==> src/hw/rtl/gammatone_biquad_cascade_macros.svh <==
`ifndef GAMMATONE_BIQUAD_CASCADE_MACROS_SVH
`define GAMMATONE_BIQUAD_CASCADE_MACROS_SVH

// Check that a condition holds in the same cycle as a trigger.
`define GBC_ASSERT_NOW(lbl, trig, cond, msg) \
    lbl: assert property (@(posedge i_clk) disable iff (!i_rst_n) (trig) |-> (cond)) \
        else $error(msg);

// Check that a condition holds in the cycle after a trigger.
`define GBC_ASSERT_NEXT(lbl, trig, cond, msg) \
    lbl: assert property (@(posedge i_clk) disable iff (!i_rst_n) (trig) |=> (cond)) \
        else $error(msg);

// Check that a condition holds on every cycle out of reset.
`define GBC_ASSERT_ALWAYS(lbl, cond, msg) \
    lbl: assert property (@(posedge i_clk) disable iff (!i_rst_n) (cond)) \
        else $error(msg);

`endif

==> src/hw/rtl/gbc_pkg.sv <==
`timescale 1ns / 1ps

package gbc_pkg;

    // Default cascade length and number of distinct per-section a1 values
    localparam int SECTIONS_DEF = 4;
    localparam int NUM_A1       = 4;

    localparam int SAMPLE_W = 16;
    localparam int DATA_W   = 48;
    localparam int COEF_W   = 40;
    localparam int GAIN_W   = 32;
    localparam int WIDE_W   = 90;

    // Configuration port
    localparam int CFG_IDX_W  = 3;
    localparam int CFG_DATA_W = 40;

    localparam logic [CFG_IDX_W-1:0] CFG_FEED_GAIN = 3'd0;
    localparam logic [CFG_IDX_W-1:0] CFG_INV_GAIN  = 3'd1;
    localparam logic [CFG_IDX_W-1:0] CFG_FEED_ONE0 = 3'd2;
    localparam logic [CFG_IDX_W-1:0] CFG_FEED_ONE1 = 3'd3;
    localparam logic [CFG_IDX_W-1:0] CFG_FEED_ONE2 = 3'd4;
    localparam logic [CFG_IDX_W-1:0] CFG_FEED_ONE3 = 3'd5;
    localparam logic [CFG_IDX_W-1:0] CFG_BACK_ONE  = 3'd6;
    localparam logic [CFG_IDX_W-1:0] CFG_BACK_TWO  = 3'd7;

    // Filter modes
    localparam logic MODE_FWD = 1'b0;
    localparam logic MODE_INV = 1'b1;

    typedef logic signed [DATA_W-1:0] t_data;
    typedef logic signed [COEF_W-1:0] t_coef;
    typedef logic signed [WIDE_W-1:0] t_wide;

    // One sample travelling down the cascade
    typedef struct packed {
        logic  mode;
        logic  block_start;
        t_data data;
    } t_sample;

    // Coefficients shared by every section
    typedef struct packed {
        t_coef              feed_gain;
        logic [GAIN_W-1:0]  inverse_gain;
        t_coef              back_one;
        t_coef              back_two;
    } t_coefs;

    localparam t_wide MAX48_W = t_wide'(48'sh7FFF_FFFF_FFFF);
    localparam t_wide MIN48_W = -MAX48_W - t_wide'(1);

    // Clamp a wide signed value into 48 bits
    function automatic t_data sat48(input t_wide v);
        t_data r;
        if (v > MAX48_W) begin
            r = 48'sh7FFF_FFFF_FFFF;
        end else if (v < MIN48_W) begin
            r = 48'sh8000_0000_0000;
        end else begin
            r = v[DATA_W-1:0];
        end
        return r;
    endfunction

endpackage

==> src/hw/rtl/gbc_result_buf.sv <==
`timescale 1ns / 1ps

// Two-slot result buffer: output register plus one hold slot.
module gbc_result_buf (
    input  logic            i_clk,
    input  logic            i_rst_n,
    input  logic            i_push,
    input  gbc_pkg::t_data  i_data,
    output logic            o_valid,
    input  logic            i_ready,
    output gbc_pkg::t_data  o_data,
    output logic            o_hold_full
);

    logic            r_ov;
    logic            r_hv;
    gbc_pkg::t_data  r_od;
    gbc_pkg::t_data  r_hd;
    logic            w_pop;

    assign w_pop = r_ov && i_ready;

    // Refill the output slot from hold first, then from a new result
    always_ff @(posedge i_clk) begin
        if (!i_rst_n) begin
            r_ov <= 1'b0;
            r_hv <= 1'b0;
        end else if (!r_ov || w_pop) begin
            if (r_hv) begin
                r_ov <= 1'b1;
                r_hv <= i_push;
            end else begin
                r_ov <= i_push;
            end
        end else if (i_push) begin
            r_hv <= 1'b1;
        end
    end

    always_ff @(posedge i_clk) begin
        if (!r_ov || w_pop) begin
            if (r_hv) begin
                r_od <= r_hd;
                if (i_push) begin
                    r_hd <= i_data;
                end
            end else if (i_push) begin
                r_od <= i_data;
            end
        end else if (i_push) begin
            r_hd <= i_data;
        end
    end

    assign o_valid     = r_ov;
    assign o_data      = r_od;
    assign o_hold_full = r_hv;

endmodule

==> config.mk <==
export PLATFORM = sky130hd
export DESIGN_NAME = gbc_result_buf
export DESIGN_NICKNAME = d
export VERILOG_FILES = /design/src/hw/rtl/gammatone_biquad_cascade_macros.svh /design/src/hw/rtl/gbc_pkg.sv /design/src/hw/rtl/gbc_result_buf.sv
export SDC_FILE = /design/constraint.sdc
export NUM_CORES = 1
export LEC_CHECK = 0
export CAP_MARGIN = 0
export CORE_UTILIZATION = 55
export DETAILED_ROUTE_END_ITERATION = 8
export DONT_BUFFER_PORTS = 1
export PLACE_DENSITY_LB_ADDON = 0.05
export SLEW_MARGIN = 20
export SYNTH_ARGS = -nofsm -noshare
export SYNTH_HDL_FRONTEND = slang
export SYNTH_SLANG_ARGS = --single-unit
==> constraint.sdc <==
create_clock -name i_clk -period 6.4 [get_ports i_clk]
set_input_delay 0.32 -clock i_clk [delete_from_list [all_inputs] [get_ports i_clk]]
set_output_delay 0.32 -clock i_clk [all_outputs]
set_load 0.01 [all_outputs]
Yosys cells after proc, flatten, opt, wreduce, memory -nomap -nowiden
Index checks and enable logic that the tools add are counted.
W data, S select, Z words.
Storage, ports and cells
  register bits after elaboration: 98
  logic and storage cells: 20
Cells by class
  eq/ne operators: 1
  reductions and logical operators: 6
  mux-type cells: 9
Operator list (number)
  $mux W48: 5
  $mux W1: 4
  $reduce_bool A2 Y1: 2
  $ne A2 B2 Y1 const B: 1
  $reduce_and A2 Y1: 1
  $logic_and A1 B1 Y1: 1
  $logic_not A1 Y1: 1
  $logic_or A1 B1 Y1: 1

Logic depth before layout (Yosys ltp)
Gate-level depths: netlist of the first run.
  depth after elaboration: 3
  depth in mapped cells: 5

Worst setup path after synthesis of the first run
OpenSTA, ideal clock, no wires.
  kind: reg-to-reg
  start: register r_hv, in the netlist o_hold_full
  end: register r_od[0], in the netlist o_data[0] (enable)
  period minus slack after synthesis: 3.114 ns
  required time: 5.946 ns
  arrival: 2.660 ns
  path buffers: 1
  cell stages (with the launch flop): 4
  setup slack: 3.286 ns
  path through: dfxtp_1 -> buf_6 -> nor2_1 -> nor2_1
On the way
  cells in the longest elaborated chain, start to end: 2
Ends and longest elaborated chain
  start: declaration: RTL line gbc_result_buf.sv:16  | logic r_hv;
  start signal: assignment: RTL line gbc_result_buf.sv:31  | r_hv <= i_push;
  $reduce_bool A2 Y1 (no line)
  $reduce_and A2 Y1 (no line)
  end signal: assignment: RTL line gbc_result_buf.sv:43  | r_od <= r_hd;
  end signal: assignment: RTL line gbc_result_buf.sv:48  | r_od <= i_data;
  end: declaration: RTL line gbc_result_buf.sv:17  | gbc_pkg::t_data r_od;
Every way passes these cells.
A chain may end at the register's enable or synchronous reset.

Worst setup path in the final report of the first run
Ends and elaborated chain as after synthesis.

==> results.md, run 1 <==
* Outcome: finished, final reports clean
* Seq/Total Area, Yosys at 76.8%
* Ant diodes at 0
* F_max at 439 MHz
* Non-Filler Instances at 248
* Final hold vios at 0
* GP Congestion at 0.689
* Routed WL at 5250 um
* Syn avg cell area at 23.6 sq um
* Crit path cell chain: nor2_1 -> nor2_4 -> buf_4
* Die W at 85.2 um
* Tmin final at 2.28 ns
* CP endpoint kind: flop
* GRT Overall Usage at 15.5%
* DRC at 0
* Setup bufs post-CTS at 0
* CTS buffer count at 9
* Max-slew violation count at 0
* DP Wirelength at 3400 um
* Post-Syn Instances at 161
* DP Cell Count at 233
* Synth top area share at 75.8%
* RR Endpoint: o_data[0]
* Min-Delay Path Depth at 0
* Core Util, Final at 61.5%
* R2R setup slack at 4.12 ns
* Worst path buffer plus inverter count at 1
* Layout overhead on the synthesized area at 4.90%
* Routed Antenna Nets at 0
* Tightest Pin Transition at 0.961 ns
* Multi-input logic area at 786 sq um
* Synthesized flop and latch total at 98
* Die footprint at 7250 sq um
* Initial Util at 58.6%
* H-tree depth at 3
* Worst Hold End: r_hd[34]
* Vias in the first global route at 1,494
* Worst EP required at 6.37 ns
* Cell variety after synth at 13
* CTS Buffer Depth at 2
* CTS tree: done
* Synthesized Nets at 213
* Area contributors post-synth: edfxtp_1, mux2_4, buf_12
* FF/Latch Area at 2930 sq um
* Ys Warns at 0
* CP max-delay cell: dfxtp_4
* Worst min-delay path category: primary input to flop
* Period utilization at 35.6%
* CP arrival at 2.25 ns
* Post-cts resize count at 0
* Clk_lat worst skew at 0.33 ns
* Setup TNS at 0 ns
* Delay-heaviest family, CP: flip-flops
* Final Skew at 0.00653 ns
* Final Setup Violations at 0
* Leak pwr at 1.37 nW
* Ratio of cells with drive above 1 in the final layout at 37.4%
* RR Startpoint: o_hold_full
* Initial antenna violation count at 0
* Beginning of the worst hold path: i_data[34]
* Global-route wire length before repair at 8050 um
* Final net count at 219
* IO Pins at 102
* CTS sink cnt at 98
* Via Count at 1,394
* Post-CTS Hold Fix Bufs at 0
* DR pass1 iterations at 4
* Drt wl/cell at 21.2 um
* Register-to-Register Path Depth at 3
* Maximum vdd drop at 161 uV
* Residual overflow from global routing at 0
* DIE HEIGHT at 85.2 um
* DR vias/cell at 5.62
* Max Cap Viol at 0
* Worst-path clk slew at 0.08 ns
* Yosys top cell by area: edfxtp_1
* RSZ-0062 raised after global routing: false
* CP Class: flop to flop
* Placement Rows at 29
* Crit Path Max Fanout at 52
* Rel. slew slack at 35.9%
* Crit path largest cell delay at 0.97 ns
* Largest net degree at the start of global routing at 53
* Core area at 6490 sq um
* Crit start category: flop
* Hold_ws at 0.0748 ns
* Mapped Area at 3800 sq um
* Filler cells at 421
* CTS root buf: clkbuf_8
* Pwr dens at 297 nW/um^2
* DRT iter0 DRCs at 38
* Port bufs at 0
worst register-to-register path, delay by kind of cell, from the launching register on:
| kind | cells | cell delay, ns |
|---|---|---|
| flip-flops | 1 | 0.97 |
| buffers and inverters | 1 | 0.51 |
| AND/OR/NAND/NOR | 2 | 0.41 |
cells in the mapped netlist, drive strengths merged:
master	number
edfxtp	96
mux2	48
buf	6
dfxtp	2
nor2	2
a21boi	1
and2	1
nand2	1
nand2b	1
nor2b	1
o21a	1
o21ai	1
metal layers:
layer / routed length [um] / track usage (%) / part of all wire, % / up-vias
met2: 2630 / 24.4 / 50 / 70
met4: 53 / 6.16 / 1.0 / 0
met3: 516 / 7.49 / 9.8 / 4
met5: 0 / 0 / 0 / -
met1: 2050 / 18.4 / 39 / 679
li1: - / - / - / 641
placed cells by master, fill, tap and decap left out:
cell type / count
buf_4: 1
o21ai_0: 1
clkbuf_8: 9
nor2_1: 1
edfxtp_1: 96
nand2_1: 1
bufinv_16: 1
nand2b_1: 1
nor2_4: 1
clkbuf_1: 2
and2_1: 1
clkinv_1: 1
clkinv_2: 2
mux2_4: 48
nor2b_1: 1
a21boi_0: 1
dfxtp_4: 1
o21a_4: 1
dfxtp_1: 1
worst max-delay path by stage:
stage	from	end	slack (ns)	cells after the start
after floorplan	o_hold_full	o_data[0]	3.29	3
after global placement	o_hold_full	r_hd[43]	4.00	1
after detailed placement	o_hold_full	r_hd[46]	3.92	1
after CTS	o_hold_full	r_hd[45]	3.91	1
after global routing	o_hold_full	o_data[0]	3.96	3
final	o_hold_full	o_data[0]	4.12	3
cell families after synthesis:
logic type             count (synthesis)  synth area share (%)
AO/OA/AOI/OAI                          3                 0.526
flip-flops                            98                  76.8
multiplexers                          48                  18.9
AND/OR/NAND/NOR                        6                 0.790
buffers and inverters                  6                  2.93
sequential cells by signal (all words and copies together) (netlist names):
name         cells
o_data          48
r_hd            48
o_hold_full      1
o_valid          1
metrics by stage:
step / power (mW) / instance area, sq um / worst slack (ns)
after detailed placement: 0.842 / 3810 / 3.92
after global placement: 0.839 / 3810 / 4.00
after global routing: 1.23 / 3990 / 3.96
after floorplan: 0.834 / 3800 / 3.29
after CTS: 1.20 / 3990 / 3.91
final: 1.18 / 3990 / 4.12
final cells by class:
cell class / instances / area share [%]
flip-flops and latches: 98 / 73.3
repair buffers: 1 / 0.188
well taps: 77 / 2.41
clock inverters: 4 / 1.10
multi-input cells: 57 / 19.7
clock buffers: 11 / 3.29
where the power goes:
group          switching [mW]  total (mW)  internal [mW]
sequential             0.0284       0.775          0.747
combinational          0.0201      0.0512         0.0312
clock                   0.181       0.358          0.176
No activity file was read; power rests on OpenSTA's default activity.
==> run 2: changes to the inputs <==
- ABC_AREA: not set -> 1
- clock period: 6.4 -> 1.9 ns (I/O delays scaled with it)
==> run 2 against run 1 <==
Net effect: global-route usage increased by 3.8 points; critical path depth increased by 1; register-to-register slack got worse by 4.0 ns; clock skew increased by 0.0019 ns; highest routed layer unchanged.
==> results.md, run 2 <==
* Outcome: finished, final reports clean (unchanged)
* Final hold vios at 0 (unchanged)
* Tightest Pin Transition at 0.521 ns (was 0.961 ns)
* RR Startpoint: o_hold_full (unchanged)
* Max Cap Viol at 0 (unchanged)
* CTS buffer count at 9 (unchanged)
* CTS sink cnt at 98 (unchanged)
* Ratio of cells with drive above 1 in the final layout at 6.73% (was 37.4%)
* DR pass1 iterations at 4 (unchanged)
* Commonest cells in the netlist: nand2_1, edfxtp_1, buf_6 (was edfxtp_1, mux2_4, buf_12)
* Most frequent cells in the layout: nand2_1, edfxtp_1, dlygate4sd3_1 (was edfxtp_1, mux2_4, clkbuf_8)
* Period utilization at 91.1% (was 35.6%)
* Die W at 83.2 um (was 85.2 um)
* Pwr dens at 994 nW/um^2 (was 297 nW/um^2)
* Layout overhead on the synthesized area at 22.6% (was 4.90%)
* Crit Path Max Fanout at 49 (was 52)
* Worst EP required at 2.18 ns (was 6.37 ns)
* DR vias/cell at 5.11 (was 5.62)
* Max-slew violation count at 0 (unchanged)
* Crit start category: flop (unchanged)
* Most common cell after layout, fill and taps aside: nand2_1 (was edfxtp_1)
* Clk_lat worst skew at 0.35 ns (was 0.33 ns)
* CTS Buffer Depth at 2 (unchanged)
* GRT Overall Usage at 19.3% (was 15.5%)
* Asr flop ratio synth at 0% (unchanged)
* Most numerous cell in the Yosys netlist: nand2_1 (was edfxtp_1)
* RR Endpoint: o_hold_full (was o_data[0])
* GP Congestion at 0.762 (was 0.689)
* Cell variety after synth at 9 (was 13)
* Min-Delay Path Depth at 2 (was 0)
* Core area at 6350 sq um (was 6490 sq um)
* Maximum vdd drop at 605 uV (was 161 uV)
* Drt wl/cell at 15.7 um (was 21.2 um)
* R2R setup slack at 0.17 ns (was 4.12 ns)
* Post-cts resize count at 0 (unchanged)
* Yosys top cell by area: edfxtp_1 (unchanged)
* DRC at 0 (unchanged)
* Vias in the first global route at 2,001 (was 1,494)
* Leak pwr at 1.73 nW (was 1.37 nW)
* Routed Antenna Nets at 0 (unchanged)
* Largest net degree at the start of global routing at 50 (was 53)
* Die footprint at 6930 sq um (was 7250 sq um)
* Area after DPL at 3690 sq um (was 3810 sq um)
* Core Util, Final at 70.0% (was 61.5%)
* CP endpoint kind: flop (unchanged)
* Tmin final at 1.73 ns (was 2.28 ns)
* Mapped Area at 3630 sq um (was 3800 sq um)
* Area contributors post-synth: edfxtp_1, nand2_1, buf_6 (was edfxtp_1, mux2_4, buf_12)
* Register-to-Register Path Depth at 4 (was 3)
* Post-Syn Instances at 266 (was 161)
* Crit path cell chain: buf_4 -> nand2_1 -> a21oi_1 -> dlygate4sd3_1 (was nor2_1 -> nor2_4 -> buf_4)
* DIE HEIGHT at 83.2 um (was 85.2 um)
* IO Pins at 102 (unchanged)
* F_max at 578 MHz (was 439 MHz)
* DP Wirelength at 3390 um (was 3400 um)
* Synthesized flop and latch total at 98 (unchanged)
* Worst min-delay path category: primary input to flop (unchanged)
* Via Count at 2,065 (was 1,394)
* Port bufs at 0 (unchanged)
* Synthesized Nets at 318 (was 213)
* CP Class: flop to flop (unchanged)
* Setup TNS at 0 ns (unchanged)
* Beginning of the worst hold path: i_push (was i_data[34])
* Final Power at 4.42 mW (was 1.18 mW)
* EDFF count, synth at 96 (unchanged)
* Residual overflow from global routing at 0 (unchanged)
* Final Setup Violations at 0 (unchanged)
* Global-route wire length before repair at 10,100 um (was 8050 um)
* Initial antenna violation count at 0 (unchanged)
* CTS root buf: clkbuf_8 (unchanged)
* CTS tree: done (unchanged)
* Ant diodes at 0 (unchanged)
* Initial Util at 57.1% (was 58.6%)
* Syn avg cell area at 13.6 sq um (was 23.6 sq um)
* Primary FF master, synth: edfxtp_1 (unchanged)
* Final net count at 374 (was 219)
* Synth top area share at 79.4% (was 75.8%)
* Ys Warns at 0 (unchanged)
* Final Skew at 0.00844 ns (was 0.00653 ns)
* Worst-path clk slew at 0.09 ns (was 0.08 ns)
* RSZ-0062 raised after global routing: false (unchanged)
* Worst Hold End: r_hd[45] (was r_hd[34])
* CP arrival at 2.02 ns (was 2.25 ns)
* CP max-delay cell: dlygate4sd3_1 (was dfxtp_4)
* Fin area at 4450 sq um (was 3990 sq um)
* H-tree depth at 3 (unchanged)
* DRT iter0 DRCs at 145 (was 38)
* Seq/Total Area, Yosys at 80.6% (was 76.8%)
* Rel. slew slack at 65.2% (was 35.9%)
* Crit path largest cell delay at 0.56 ns (was 0.97 ns)
* Placement Rows at 29 (unchanged)
* Routed WL at 6350 um (was 5250 um)
run 2: cell count changes after synthesis, moves of 2 or more:
cell and delta:
inv_1 +5, mux2_4 -48, nand2_1 +147, buf_6 +7, a21oi_1 +2, buf_2 +3, nor2_1 -2, buf_12 -5
run 2: layer usage:
metal  vias up  wire [um]  global-route usage, %
met2        78       3050                   29.1
met1       975       2760                   25.4
met4         0        113                   9.40
li1       1000          -                      -
met5         -          0                      0
met3        12        420                   6.46
run 2: worst max path at each step:
stage / start / to / slack [ns] / cells past startpoint
detailed placement: o_valid / r_hd[24] / 0.44 / 5
CTS: o_hold_full / o_hold_full / 0.17 / 4
global placement: o_valid / r_hd[14] / 0.47 / 5
floorplan: o_hold_full / o_data[0] / 0.02 / 4
finish: o_hold_full / o_hold_full / 0.17 / 4
global route: o_hold_full / o_hold_full / 0.07 / 4
run 2: stage by stage:
step / hold WS [ns] / std cells / worst slack [ns]
6_report: 0.199 / 404 / 0.169
5_1_grt: 0.208 / 404 / 0.0735
4_1_cts: 0.183 / 404 / 0.174
3_5_place_dp: 0.194 / 336 / 0.436
3_3_place_gp: 0.194 / 336 / 0.469
2_1_floorplan: 0.194 / 266 / 0.0163
run 2: layout make-up:
cell class	instances	area, sq um
Inverter	6	28.8
Sequential cell	98	2920
Fill cell	436	1900
Clock buffer	10	128
Clock inverter	6	105
Multi-Input combinational cell	151	589
Tap cell	77	96.3
Timing Repair Buffer	56	576
run 2: where the power goes:
part           internal, mW  switching (mW)  leakage (nW)
clock network         0.867           0.676         0.112
registers              2.53          0.0834         0.923
logic                 0.119           0.148         0.696
run 2: critical path, delay by kind of cell, from the launching register on:
family,cells,cell delay (ns)
buffers and inverters,2,1.02
flip-flops,1,0.40
AO/OA/AOI/OAI,1,0.16
AND/OR/NAND/NOR,1,0.10
run 2: what timing repair did:
item / 4_1_cts / 5_1_grt
endpoints found under the setup margin: 0 / 0
hold buffers: 52 / 0
endpoints found under the hold margin: 98 / 0
buffers inserted: 0 / 0
run 2: cell families after synthesis:
logic type / after synthesis / synth area share, %
buffers and inverters: 17 / 3.52
AOI/OAI and AO/OA: 3 / 0.621
and+or+nand+nor: 148 / 15.3
DFF: 98 / 80.6
==> run 3: changes to the inputs <==
- CELL_PAD_IN_SITES_DETAIL_PLACEMENT: not set -> 1
- CELL_PAD_IN_SITES_GLOBAL_PLACEMENT: not set -> 1
- CORE_UTILIZATION: 55 -> 44
==> run 3 against run 2 <==
Net effect: sequential share of layout area fell by 0.13 points; flip-flop and latch count did not move; die area rose by 24%; final area rose by 0.20%; critical endpoint is now o_valid; clock power shrank 14%; via count unchanged; global-route usage down 0.82 points; register-to-register slack about the same.
==> results.md, run 3 (synthesized netlist as in run 2, its figures left out) <==
* Residual overflow from global routing at 0 (unchanged)
* Highest routed layer: met4 (unchanged)
* Ratio of cells with drive above 1 in the final layout at 7.93% (was 6.73%)
* Tightest Pin Transition at 0.529 ns (was 0.521 ns)
* Met2 wire len at 3650 um (was 3050 um)
* DIE HEIGHT at 92.8 um (was 83.2 um)
* Delay-heaviest family, CP: buffers and inverters (unchanged)
* Post-cts resize count at 0 (unchanged)
* Power Internal at 3.26 mW (was 3.51 mW)
* Maximum vdd drop at 448 uV (was 605 uV)
* Largest net degree at the start of global routing at 50 (unchanged)
* Crit Path Max Fanout at 49 (unchanged)
* Leak pwr at 1.72 nW (was 1.73 nW)
* Port bufs at 0 (unchanged)
* Ant diodes at 0 (unchanged)
* CP max-delay cell: dlygate4sd3_1 (unchanged)
* DR pass1 iterations at 4 (unchanged)
* Pwr dens at 946 nW/um^2 (was 994 nW/um^2)
* CTS buffer count at 9 (unchanged)
* Final hold vios at 0 (unchanged)
* CTS sink cnt at 98 (unchanged)
* H-tree depth at 3 (unchanged)
* Routed Antenna Nets at 0 (unchanged)
* DR vias/cell at 4.80 (was 5.11)
* Outcome: finished, final reports clean (unchanged)
* Logic pwr share at 6.6% (was 6.0%)
* Tmin final at 1.74 ns (was 1.73 ns)
* Initial Util at 46.2% (was 57.1%)
* Multi-input logic area at 589 sq um (unchanged)
* CTS root buf: clkbuf_8 (unchanged)
* CTS Buffer Depth at 2 (unchanged)
* Non-Filler Instances at 430 (was 404)
* Clock network fraction of design power at 31.4% (was 34.9%)
* Rel. slew slack at 64.7% (was 65.2%)
* RR Startpoint: o_hold_full (unchanged)
* Global-route wire length before repair at 11,700 um (was 10,100 um)
* Met1 wire length at 3010 um (was 2760 um)
* Crit path largest cell delay at 0.58 ns (was 0.56 ns)
* IO Pins at 102 (unchanged)
* Period utilization at 91.8% (was 91.1%)
* DRT iter0 DRCs at 87 (was 145)
* Crit path from: o_hold_full (unchanged)
* Fin area at 4460 sq um (was 4450 sq um)
* CTS tree: done (unchanged)
* Setup TNS at 0 ns (unchanged)
* Most frequent cells in the layout: nand2_1, edfxtp_1, dlygate4sd3_1 (unchanged)
* Initial antenna violation count at 0 (unchanged)
* DRC at 0 (unchanged)
* Setup bufs post-CTS at 0 (unchanged)
* Filler cells at 799 (was 436)
* Crit start category: flop (unchanged)
* CP Class: flop to flop (unchanged)
* Most common cell after layout, fill and taps aside: nand2_1 (unchanged)
* Crit path cell chain: inv_4 -> buf_4 -> a31oi_2 -> dlygate4sd3_1 (was buf_4 -> nand2_1 -> a21oi_1 -> dlygate4sd3_1)
* Final Setup Violations at 0 (unchanged)
* Worst-path clk slew at 0.09 ns (about the same)
* Layout overhead on the synthesized area at 22.8% (was 22.6%)
* Beginning of the worst hold path: i_ready (was i_push)
* Area after DPL at 3750 sq um (was 3690 sq um)
* Post-CTS Hold Fix Bufs at 51 (was 52)
* Max-slew violation count at 0 (unchanged)
* Final net count at 375 (was 374)
* Max Cap Viol at 0 (unchanged)
* Die W at 92.8 um (was 83.2 um)
* Drt wl/cell at 16.8 um (was 15.7 um)
* Die footprint at 8610 sq um (was 6930 sq um)
* Via Count at 2,065 (unchanged)
* Core area at 7850 sq um (was 6350 sq um)
* Net Sw Frac at 22.7% (was 20.5%)
* Worst EP required at 2.15 ns (was 2.18 ns)
* Worst path buffer plus inverter count at 3 (was 2)
* Vias in the first global route at 2,266 (was 2,001)
* Worst min-delay path category: primary input to flop (unchanged)
* Final Skew at 0.00877 ns (was 0.00844 ns)
* DP Wirelength at 4130 um (was 3390 um)
* GP Congestion at 0.689 (was 0.762)
* Clk_lat worst skew at 0.36 ns (was 0.35 ns)
* FF/Latch Area at 2920 sq um (unchanged)
* Net Switching at 0.957 mW (was 0.908 mW)
* Reg power frac at 62.0% (was 59.0%)
* DP Cell Count at 363 (was 336)
* GRT Overall Usage at 18.5% (was 19.3%)
* F_max at 573 MHz (was 578 MHz)
* Final Power at 4.21 mW (was 4.42 mW)
* Placement Rows at 32 (was 29)
* CP endpoint kind: flop (unchanged)
* WL met3 at 452 um (was 420 um)
* RSZ-0062 raised after global routing: false (unchanged)
* CP arrival at 2.00 ns (was 2.02 ns)
* Routed WL at 7210 um (was 6350 um)
## run 3: cell count changes in the layout (fill, tap and decap cells not counted)
cell,change
bufinv_16,-2
clkinv_2,+2
buf_12,+1
buf_4,+1
clkbuf_1,-1
clkinv_1,-1
clkinv_4,+1
dlygate4sd3_1,-1
inv_6,+1
## run 3: routing by layer
layer | track usage [%] | vias to the layer above
met5 | 0 | -
met1 | 22.5 | 990
met4 | 7.69 | 0
li1 | - | 1001
met2 | 30.3 | 66
met3 | 5.99 | 8
## run 3: through the flow
step	hold WS (ns)	setup slack, ns	utilization, %
after CTS	0.0922	0.135	56.8
after floorplan	0.194	0.0163	-
final	0.114	0.156	56.8
after detailed placement	0.194	0.318	47.8
after global placement	0.194	0.347	47.8
after global routing	0.128	0.0399	56.8
## run 3: worst paths after layout
kind / cells past startpoint / slack [ns] / endpoint
setup / recovery: 4 / 0.16 / o_valid
setup reg to reg: 4 / 0.16 / o_valid
hold / removal: 5 / 0.11 / o_hold_full
hold reg to reg: 2 / 0.53 / o_data[9]
## run 3: final cells by class
cell class	count	share of cell area, %
timing repair buffer	57	13.3
tap	102	2.86
multi-input combinational	151	13.2
sequential	98	65.6
clock inverter	7	1.54
clock buffer	9	2.78
inverter	6	0.646
## run 3: tightest hold or removal path, delay by kind of cell
family / cells / cell delay [ns]
and+or+nand+nor: 2 / 0.16
buffers and inverters: 2 / 0.11
AOI/OAI and AO/OA: 1 / 0.06
## run 3: power by group through the flow
stage | logic, mW | clock network (mW) | registers, mW
floorplan | 0.132 | 0 | 2.65
global placement | 0.176 | 0 | 2.66
detailed placement | 0.182 | 0 | 2.66
CTS | 0.283 | 1.37 | 2.61
global route | 0.317 | 1.44 | 2.62
finish | 0.279 | 1.32 | 2.61
